File: config.mk
export PLATFORM = sky130hd
export DESIGN_NAME = hpt_queue
export DESIGN_NICKNAME = d
export VERILOG_FILES = /design/src/rtl/core/hpt_pkg.sv /design/src/rtl/core/hpt_queue.sv
export SDC_FILE = /design/constraint.sdc
export NUM_CORES = 1
export LEC_CHECK = 0
export BUFFER_PORTS_ARGS = -buffer_cell sky130_fd_sc_hd__buf_4
export CORE_UTILIZATION = 50
export CTS_BUF_LIST = sky130_fd_sc_hd__clkbuf_4 sky130_fd_sc_hd__clkbuf_8 sky130_fd_sc_hd__clkbuf_16
export DETAILED_ROUTE_END_ITERATION = 6
export PLACE_DENSITY = 0.71
export SYNTH_ARGS = -nofsm -noshare
export SYNTH_HDL_FRONTEND = slang
export SYNTH_SLANG_ARGS = --single-unit
File: constraint.sdc
create_clock -name clk -period 4.55 [get_ports clk]
set_input_delay 0.455 -clock clk [delete_from_list [all_inputs] [get_ports clk]]
set_output_delay 0.455 -clock clk [all_outputs]
set_load 0.05 [all_outputs]
File: src/rtl/core/hpt_pkg.sv
package hpt_pkg;

  localparam int CW     = 32;           // coordinate and entry width
  localparam int FB     = 16;           // fraction bits
  localparam int MAT_N  = 16;
  localparam int IDX_W  = 4;
  localparam int PW     = 2 * CW;       // one product
  localparam int SW     = PW + 2;       // sum of four products
  localparam int MAGW   = SW;           // magnitude of a sum
  localparam int NW     = MAGW + FB;    // scaled numerator
  localparam int QB     = CW + 1;       // quotient bits worked out
  localparam int DIV_LAT = QB + 1;
  localparam int BACK_DEPTH = DIV_LAT + 5;
  localparam int INFL_W = $clog2(BACK_DEPTH + 1);
  localparam int Q_DEPTH = 4;
  localparam int QPTR_W = $clog2(Q_DEPTH);
  localparam int QCNT_W = $clog2(Q_DEPTH + 1);

  localparam logic MODE_LOAD  = 1'b0;
  localparam logic MODE_XFORM = 1'b1;

  // Diagonal of the identity; the largest positive entry if 1.0 does not fit.
  localparam logic [CW-1:0] ENTRY_ONE = (FB >= CW - 1) ? {1'b0, {(CW-1){1'b1}}}
                                                       : (CW'(1) << FB);
  localparam logic [QB-1:0] HALF = QB'(1) << (CW - 1);

  typedef logic [CW-1:0] mat_t [MAT_N];

  typedef struct packed {
    logic [CW-1:0] x;
    logic [CW-1:0] y;
    logic [CW-1:0] z;
  } pt_t;

  typedef struct packed {
    logic full;
    logic empty;
  } q_stat_t;

endpackage

File: src/rtl/core/hpt_queue.sv
module hpt_queue
  import hpt_pkg::*;
(
  input  logic    clk,
  input  logic    rst_n,
  input  logic    push,
  input  pt_t     push_data,
  input  logic    pop,
  output pt_t     pop_data,
  output q_stat_t stat
);

  pt_t               mem [Q_DEPTH];
  logic [QPTR_W-1:0] wr_ptr_r, wr_ptr_nxt;
  logic [QPTR_W-1:0] rd_ptr_r, rd_ptr_nxt;
  logic [QCNT_W-1:0] cnt_r, cnt_nxt;
  logic              do_push, do_pop;

  assign stat.full  = (cnt_r == QCNT_W'(Q_DEPTH));
  assign stat.empty = (cnt_r == '0);
  assign do_push = push && !stat.full;
  assign do_pop  = pop && !stat.empty;
  assign pop_data = mem[rd_ptr_r];

  always_comb begin
    wr_ptr_nxt = do_push ? wr_ptr_r + QPTR_W'(1) : wr_ptr_r;
    rd_ptr_nxt = do_pop ? rd_ptr_r + QPTR_W'(1) : rd_ptr_r;
    cnt_nxt = cnt_r;
    if (do_push && !do_pop) begin
      cnt_nxt = cnt_r + QCNT_W'(1);
    end else if (do_pop && !do_push) begin
      cnt_nxt = cnt_r - QCNT_W'(1);
    end
  end

  always_ff @(posedge clk) begin
    if (!rst_n) begin
      wr_ptr_r <= '0;
      rd_ptr_r <= '0;
      cnt_r    <= '0;
    end else begin
      wr_ptr_r <= wr_ptr_nxt;
      rd_ptr_r <= rd_ptr_nxt;
      cnt_r    <= cnt_nxt;
    end
  end

  always_ff @(posedge clk) begin
    if (do_push) begin
      mem[wr_ptr_r] <= push_data;
    end
  end

endmodule

==> flow_summary_export.csv <==
group,metric,value,unit
run_status,outcome,"finished clean",
floorplan,start_util,0.511,
layout,final_core_utilization,0.626,
synthesis,yosysSeqAreaShare,0.818,
global_routing,grt_pass1_vias,6831,
synthesis,synth_area_per_cell,26.0,um^2
layout,fill_cells,1903,
clocking,tritoncts,"built",
worst_hold_path,hold_path_startpoint,"push_data[26]",
global_routing,grt_max_degree,70,
sta,worst_pin_slew,1040,ps
clocking,cts_buffer_depth,3,
sta,tns,0,ps
critical_path,path_max_fanout,69,
detailed_routing,first_pass_iters,6,
detailed_routing,wl,25600,um
sta,maxSlewViolCount,0,
placed_design,pre_cts_ws,1830,ps
sta,skew,11.1,ps
clocking,numCtsBuffers,40,
synthesis,yosys_warnings,0,
placed_design,port_buffers,197,
sta,fin_crit_sh,0.673,
synthesis,syn_inst,550,
detailed_routing,dr_total_vias,6407,
clocking,htree_num_levels,2,
sta,relSlewSlack,0.310,
power,finalPower,11400,uW
sta,layout_setup_ws,1490,ps
detailed_routing,drc,0,
placed_design,gp_congestion,0.749,
floorplan,dieArea,29300,um^2
placed_design,postPlaceCellArea,16200,um^2
worst_hold_path,hold_path.class,"input pin to register",
floorplan,fp.dieW,171,um
layout,final_area,17500,um^2
clocking,clk_pin_slew,60,ps
sta,hold_viol,0,
detailed_routing,ant_nets,0,
synthesis,yosysUniqueCellTypes,23,
sta,max_freq,0.326,GHz
power,ir_drop,0.000480,V
clocking,cts_sinks,393,
synthesis,synth_seq_cells,393,
detailed_routing,wl_per_cell,21.6,um
global_routing,grt_overflow_total,0,
critical_path,critPathMaxStageDelay,1040,ps
layout,drive_gt1_frac,0.462,
critical_path,worstPathCellList,"buf_4, mux4_2, buf_4",
critical_path,worstPathRequired,4090,ps
layout,final_nets,880,
synthesis,synth_area,14300,um^2
clocking,cts_resized,0,
sta,fin_crit,3060,ps
detailed_routing,drt_iter0_drc,534,
critical_path,cp-start-kind,"register",
clocking,cts-root-buf,"clkbuf_16",
placed_design,hpwl,15600,um
floorplan,io_pins,198,
layout,area_growth,22.4,%
power,leakage,0.00588,uW
floorplan,die_h,171,um
clocking,ctsHoldBuffers,0,
sta,final-setup-viol-count,0,
synthesis,syn-num-nets,656,
floorplan,rows,61,
global_routing,antenna_found_initial,1,
clocking,clock_latency,520,ps
critical_path,r2r_start,"cnt_r[0]",
global_routing,grt_usage,0.180,
sta,rsz0062_at_grt,"false",
detailed_routing,via_per_inst,5.41,
critical_path,crit_type,"register to output port",
power,cellPowerDensity,648,nW/um^2
flow_run,maxCapViolCount,0,
critical_path,cpMostUsedCell,"buf_4",
floorplan,core_area,28000,um^2
global_routing,grt_pass1_wl,39000,um
critical_path,end_kind,"output port",
critical_path,worstPathArrival,2610,ps
clocking,post_cts_buffers,0,
critical_path,cp_slowest_cell,"dfxtp_4",
==> layout by cell type (no fill, tap or decap) <==
master,Yosys,layout
edfxtp_1,384,384
buf_4,0,202
mux4_2,96,96
clkbuf_16,0,41
clkinv_2,0,13
clkinv_1,0,10
dfxtp_1,9,7
ha_1,5,5
and2_4,0,4
and2_1,8,4
nand2_1,4,4
buf_12,1,4
inv_1,3,3
xnor2_1,3,3
mux2i_1,3,3
clkbuf_4,0,3
bufinv_16,0,3
nor2b_1,2,2
dfxtp_4,0,2
inv_6,0,2
diode_2,0,1
nor3b_1,1,1
nor3_1,1,1
o31ai_1,1,1
o311ai_0,1,1
xor2_1,1,1
o21ai_0,1,1
or3_1,1,1
a21boi_0,1,1
fa_1,1,1
inv_8,0,1
clkinvlp_4,0,1
==> stage by stage <==
step,hold WS [ps],cells
4_1_cts,111,1184
2_1_floorplan,468,550
3_3_place_gp,484,1110
6_report,130,1185
3_5_place_dp,500,1110
5_1_grt,108,1184
==> synth_stat cells <==
cell type	number	area [um^2]
edfxtp_1	384	11500
inv_1	3	11.3
buf_12	1	20.0
fa_1	1	20.0
xnor2_1	3	26.3
dfxtp_1	9	180
ha_1	5	62.6
clkbuf_1	7	26.3
o311ai_0	1	8.76
xor2_1	1	8.76
nor2b_1	2	12.5
and2_1	8	50.1
mux4_2	96	2160
or3_1	1	6.26
mux2i_1	3	30.0
buf_6	5	56.3
a21boi_0	1	7.51
nor3_1	1	5.00
nor3b_1	1	7.51
nand2_1	4	15.0
buf_2	11	55.1
o21ai_0	1	5.00
o31ai_1	1	7.51
==> cell type report <==
type | count | area [um^2] | area share
sequential | 393 | 11700 | 0.669
multi-input combinational | 130 | 2440 | 0.140
timing repair buffer | 206 | 1600 | 0.0911
clock buffer | 44 | 1050 | 0.0598
tap | 378 | 473 | 0.0270
clock inverter | 30 | 229 | 0.0131
inverter | 3 | 11.3 | 0.000643
antenna | 1 | 2.50 | 0.000143
==> flip-flops by register name, indices dropped and copies added, names as in the netlist, named ones only <==
signal / cells
mem: 384
cnt_r: 3
rd_ptr_r: 2
wr_ptr_r: 2
==> final timing paths <==
path	to	slack, ps	cells past startpoint
max	pop_data[79]	1490	3
min	mem[0][26]	130	1
max reg2reg	mem[2][25]	1870	4
min reg2reg	wr_ptr_r[1]	510	2
==> logic make-up after synthesis <==
kind of cell / share of synthesized area
AO/OA/AOI/OAI: 0.00201
multiplexers: 0.153
adder cells (fa/ha/maj): 0.00577
flip-flops: 0.818
AND/OR/NAND/NOR: 0.00673
buffers and inverters: 0.0118
XOR/XNOR: 0.00245
==> routing by layer <==
layer / vias to the layer above / part of all wire / GRT usage
li1: 2813 / - / -
met1: 3313 / 0.41 / 0.242
met2: 239 / 0.49 / 0.293
met3: 42 / 0.082 / 0.0460
met4: 0 / 0.021 / 0.0497
met5: - / 0 / 0
==> worst max-delay path: cells and delay by family, from the launching register on <==
kind,cells,cell delay (ps)
buf+inv,2,640
flops,1,1040
mux,1,390
==> report_power, final <==
group,switching [uW],internal [uW]
sequential,144,4400
combinational,2380,1300
clock,1290,1840
No activity file was read; power rests on OpenSTA's default activity.
