===== src/rtl/core/hpt_pkg.sv =====
package hpt_pkg;

  localparam int CW     = 32;           // coordinate and entry width
  localparam int FB     = 16;           // fraction bits
  localparam int MAT_N  = 16;
  localparam int IDX_W  = 4;
  localparam int PW     = 2 * CW;       // one product
  localparam int SW     = PW + 2;       // sum of four products
  localparam int MAGW   = SW;           // magnitude of a sum
  localparam int NW     = MAGW + FB;    // scaled numerator
  localparam int QB     = CW + 1;       // quotient bits worked out
  localparam int DIV_LAT = QB + 1;
  localparam int BACK_DEPTH = DIV_LAT + 5;
  localparam int INFL_W = $clog2(BACK_DEPTH + 1);
  localparam int Q_DEPTH = 4;
  localparam int QPTR_W = $clog2(Q_DEPTH);
  localparam int QCNT_W = $clog2(Q_DEPTH + 1);

  localparam logic MODE_LOAD  = 1'b0;
  localparam logic MODE_XFORM = 1'b1;

  // Diagonal of the identity; the largest positive entry if 1.0 does not fit.
  localparam logic [CW-1:0] ENTRY_ONE = (FB >= CW - 1) ? {1'b0, {(CW-1){1'b1}}}
                                                       : (CW'(1) << FB);
  localparam logic [QB-1:0] HALF = QB'(1) << (CW - 1);

  typedef logic [CW-1:0] mat_t [MAT_N];

  typedef struct packed {
    logic [CW-1:0] x;
    logic [CW-1:0] y;
    logic [CW-1:0] z;
  } pt_t;

  typedef struct packed {
    logic full;
    logic empty;
  } q_stat_t;

endpackage


===== src/rtl/core/hpt_front.sv =====
module hpt_front
  import hpt_pkg::*;
(
  input  logic             clk,
  input  logic             rst_n,
  input  logic             in_push,
  output logic             in_full,
  input  logic             in_mode,
  input  logic [IDX_W-1:0] in_entry_index,
  input  logic [CW-1:0]    in_entry_value,
  input  logic [CW-1:0]    in_point_x,
  input  logic [CW-1:0]    in_point_y,
  input  logic [CW-1:0]    in_point_z,
  input  q_stat_t          q_stat,
  input  logic             back_busy,
  output logic             q_push,
  output pt_t              q_data,
  output mat_t             matrix
);

  logic             hold_v_r, hold_v_nxt;
  logic             mode_r;
  logic [IDX_W-1:0] idx_r;
  logic [CW-1:0]    val_r;
  pt_t              pt_r;
  mat_t             mat_r;
  logic             go, accept, do_load;

  // A load waits until every earlier point has left the back end, so that
  // those points still see the matrix they were sent against.
  always_comb begin
    if (mode_r == MODE_XFORM) begin
      go = !q_stat.full;
    end else begin
      go = q_stat.empty && !back_busy;
    end
  end

  assign in_full = hold_v_r && !go;
  assign accept  = in_push && !in_full;
  assign do_load = hold_v_r && go && (mode_r == MODE_LOAD);
  assign q_push  = hold_v_r && go && (mode_r == MODE_XFORM);
  assign q_data  = pt_r;
  assign matrix  = mat_r;
  assign hold_v_nxt = accept || (hold_v_r && !go);

  always_ff @(posedge clk) begin
    if (!rst_n) begin
      hold_v_r <= 1'b0;
    end else begin
      hold_v_r <= hold_v_nxt;
    end
  end

  always_ff @(posedge clk) begin
    if (accept) begin
      mode_r <= in_mode;
      idx_r  <= in_entry_index;
      val_r  <= in_entry_value;
      pt_r   <= '{x: in_point_x, y: in_point_y, z: in_point_z};
    end
  end

  always_ff @(posedge clk) begin
    if (!rst_n) begin
      for (int i = 0; i < MAT_N; i++) begin
        mat_r[i] <= (i % 5 == 0) ? ENTRY_ONE : '0;
      end
    end else if (do_load) begin
      mat_r[idx_r] <= val_r;
    end
  end

endmodule


===== config.mk =====
export PLATFORM = sky130hd
export DESIGN_NAME = hpt_front
export DESIGN_NICKNAME = d
export VERILOG_FILES = /design/src/rtl/core/hpt_pkg.sv /design/src/rtl/core/hpt_front.sv
export SDC_FILE = /design/constraint.sdc
export NUM_CORES = 1
export LEC_CHECK = 0
export BUFFER_PORTS_ARGS = -buffer_cell sky130_fd_sc_hd__buf_4
export CORE_AREA = 2 2 289 291
export DETAILED_ROUTE_END_ITERATION = 7
export DIE_AREA = 0 0 291 293
export GPL_ROUTABILITY_DRIVEN = 0
export PLACE_DENSITY = 0.58
export SLEW_MARGIN = 10
export SYNTH_ARGS = -nofsm -noshare
export SYNTH_HDL_FRONTEND = slang
export SYNTH_SLANG_ARGS = --single-unit

===== constraint.sdc =====
create_clock -name clk -period 9.5 [get_ports clk]
set_input_delay 1.9 -clock clk [delete_from_list [all_inputs] [get_ports clk]]
set_output_delay 1.9 -clock clk [all_outputs]
set_load 0.05 [all_outputs]

==> qor.csv <==
stage,metric,value,unit
setup_path,"reg-to-reg slack, setup",6.37,ns
global_route,Congestion Overflow GR,0,
route,initial DRC count,908,
layout,layout cells sized above 1,33.9,%
route,antenna-violating nets left,0,
clocking,CTS Hold Bufs,0,
sta,Tightest Pin Transition,1.13,ns
clocking,Clock Tree Root,clkbuf_16,
setup_path,Startpoint Class,input pin,
outcome,status,finished clean,
sta,Slew HR,24.5,%
sta,Fin Setup TNS,0,ns
sta,Final Setup Violations,0,
clocking,H-tree depth,3,
floorplan,Die H,293,µm
logic_synthesis,Synth area leaders,"dfxtp_1, mux2i_1, edfxtp_1",
floorplan,Die ar.,85300,µm²
sta,fin. max-slew vios,0,
sta,RSZ-0062 raised after global routing,no,
clocking,post_cts resized,0,
layout,# nets final,2716,
clocking,worst-skew pair later-pin latency,0.61,ns
setup_path,worst r2r src,mode_r$_DFFE_PP_,
logic_synthesis,area fraction of the dominant cell type after synthesis,45.4,%
logic_synthesis,Netlist Area Pre-Place,22600,µm²
clocking,cts bufs inserted,72,
logic_synthesis,cell taking the most area after synthesis,dfxtp_1,
route,number of remaining DRC errors,0,
sta,slack of the critical path,4.90,ns
setup_path,WS Path Type,in -> out,
sta,Final min period,4.60,ns
floorplan,Die W,291,µm
power,static leakage,0.0150,µW
setup_path,r2r endpoint,val_r[12]$_DFFE_PP_,
clocking,TritonCTS clock tree,built,
global_route,initial antenna violation count,1,
clocking,"Setup Fix Bufs, Post-CTS",0,
layout,Layout area overhead,37.9,%
global_route,vias in the first global route,17100,
sta,"Hold Violations, Final",0,
route,Vias/cell,4.45,
flow_run,Max Cap Viol,0,
power,total power,5890,µW
logic_synthesis,"Seq/Total Area, Yosys",63.0,%
setup_path,Worst Setup End Kind,primary output,
logic_synthesis,Post-Syn Nets,2025,
setup_path,CP Capture Point,in_full,
sta,fmax,0.217,GHz
setup_path,Worst Path Required,7.60,ns
floorplan,area of the core,81800,µm²
worst_hold_path,worst hold-check path type,reg -> reg,
logic_synthesis,cells after synthesis,1886,
setup_path,Reg2Reg Depth,4,
route,DR vias,16500,
logic_synthesis,Syn Area/Cell,12.0,µm²
setup_path,CP startpoint,q_stat[0],
route,DR WL/cell,21.4,µm
layout,final core occ,38.1,%
floorplan,starting density of the core,27.7,%
sta,Final Cycle Share,48.4,%
placed_design,Setup WS pre-CTS,4.88,ns
route,1st-pass router iterations,5,
placed_design,Buffers on Ports,748,
setup_path,WP data arrival,2.70,ns
floorplan,standard-cell rows,105,
clocking,Clock transition at path regs,0.06,ns
clocking,Max Buffers Root-to-Sink,3,
global_route,global-route usage over all layers,17.9,%
logic_synthesis,"Distinct cells, synth",30,
route,Routed WL,79300,µm
logic_synthesis,Yosys Warn Count,0,
global_route,first-pass GRT wire length,114000,µm
power,Power Density,189,nW/µm²
power,Max IR drop VDD,0.000131,V
logic_synthesis,Seq cells post-synth,646,
sta,Setup Skew,0.0308,ns
setup_path,crit path max fanout,3,
placed_design,dpl hpwl,56600,µm
global_route,largest net degree at the start of global routing,151,
floorplan,number of I/O pins,749,
clocking,Clock Sinks,646,
[layout make-up]
| type | instances | area, µm² |
|---|---|---|
| diodes | 3 | 7.51 |
| clock buffers | 102 | 2000 |
| clock inverters | 29 | 283 |
| fillers | 8038 | 50600 |
| inverters | 2 | 7.51 |
| multi-input cells | 1088 | 7530 |
| flip-flops and latches | 646 | 14300 |
| well taps | 1070 | 1340 |
| repair buffers | 767 | 5780 |
[synth_stat cells]
cell / count
buf_2: 25
nand4b_1: 1
nor2_2: 1
and4bb_2: 1
and2b_4: 2
mux2i_1: 511
o21ai_0: 1
nand4_4: 3
and3_1: 2
buf_4: 13
buf_8: 1
buf_1: 1
nand2b_1: 1
nor2b_1: 6
dfxtp_1: 513
nand4bb_1: 1
o311a_1: 1
clkbuf_1: 83
and4_1: 2
nand3_2: 4
o211ai_1: 1
or2_1: 1
nand2_1: 541
nand4b_4: 3
nor2_1: 3
inv_1: 2
nand4_1: 1
o21a_1: 1
edfxtp_1: 133
buf_6: 27
[per-stage QoR]
stage	hold WS, ns	instance area (µm²)	std cells
CTS	0.457	31200	3704
detailed placement	0.448	28900	3573
global route	0.477	31200	3704
floorplan	0.545	22600	1886
finish	0.459	31200	3707
global placement	0.444	28900	3573
[flip-flops by register name, indices dropped and copies added (netlist names)]
register	count
matrix	512
mode_r	1
q_data	96
val_r	32
idx_r	4
hold_v_r	1
[kinds of logic after synthesis]
group	synth area share, %
AOI/OAI and AO/OA	0.133
buffers and inverters	3.82
DFF	63.0
muxes	22.6
and+or+nand+nor	10.4
[worst min-delay path by stage]
stage,depth (start not counted),startpoint,endpoint
4_1_cts,2,matrix[269]$_SDFFE_PN0P_,matrix[269]$_SDFFE_PN0P_
6_report,2,matrix[271]$_SDFFE_PN0P_,matrix[271]$_SDFFE_PN0P_
2_1_floorplan,2,val_r[16]$_DFFE_PP_,matrix[336]$_SDFFE_PN1P_
3_5_place_dp,2,matrix[269]$_SDFFE_PN0P_,matrix[269]$_SDFFE_PN0P_
5_1_grt,2,matrix[461]$_SDFFE_PN0P_,matrix[461]$_SDFFE_PN0P_
3_3_place_gp,2,matrix[274]$_SDFFE_PN0P_,matrix[274]$_SDFFE_PN0P_
[worst max-delay path, cell delays in order]
cell and delay, ns:
buf_4 0.10, inv_1 0.05, o311a_1 0.41, buf_4 0.24
[placed cells by master (no fill, tap or decap), drive strengths merged]
master | Yosys | routed
mux2i | 511 | 511
o211ai | 1 | 1
o21ai | 1 | 1
nand2b | 1 | 1
buf | 67 | 767
or2 | 1 | 1
and2b | 2 | 2
bufinv | 0 | 1
diode | 0 | 3
nand4bb | 1 | 1
nand4 | 4 | 4
nor2b | 6 | 6
clkinv | 0 | 21
and3 | 2 | 2
edfxtp | 133 | 133
and4bb | 1 | 1
o311a | 1 | 1
nand2 | 541 | 541
clkbuf | 83 | 102
o21a | 1 | 1
inv | 2 | 7
and4 | 2 | 2
nor2 | 4 | 4
nand4b | 4 | 4
nand3 | 4 | 4
clkinvlp | 0 | 2
dfxtp | 513 | 513
[power breakdown]
group | switching [µW] | internal [µW] | total [µW] | leakage (µW)
sequential | 17.8 | 2850 | 2860 | 0.00541
combinational | 253 | 87.3 | 340 | 0.00843
clock | 1160 | 1520 | 2690 | 0.00111
total | 1430 | 4460 | 5890 | 0.0150
[layer usage]
layer / track usage (%) / wire length [µm]
met1: 21.7 / 32600
met2: 29.6 / 37500
met3: 5.33 / 6040
met4: 7.57 / 3260
met5: 0 / 0
Note: power is estimated with default switching activity, not from simulation.
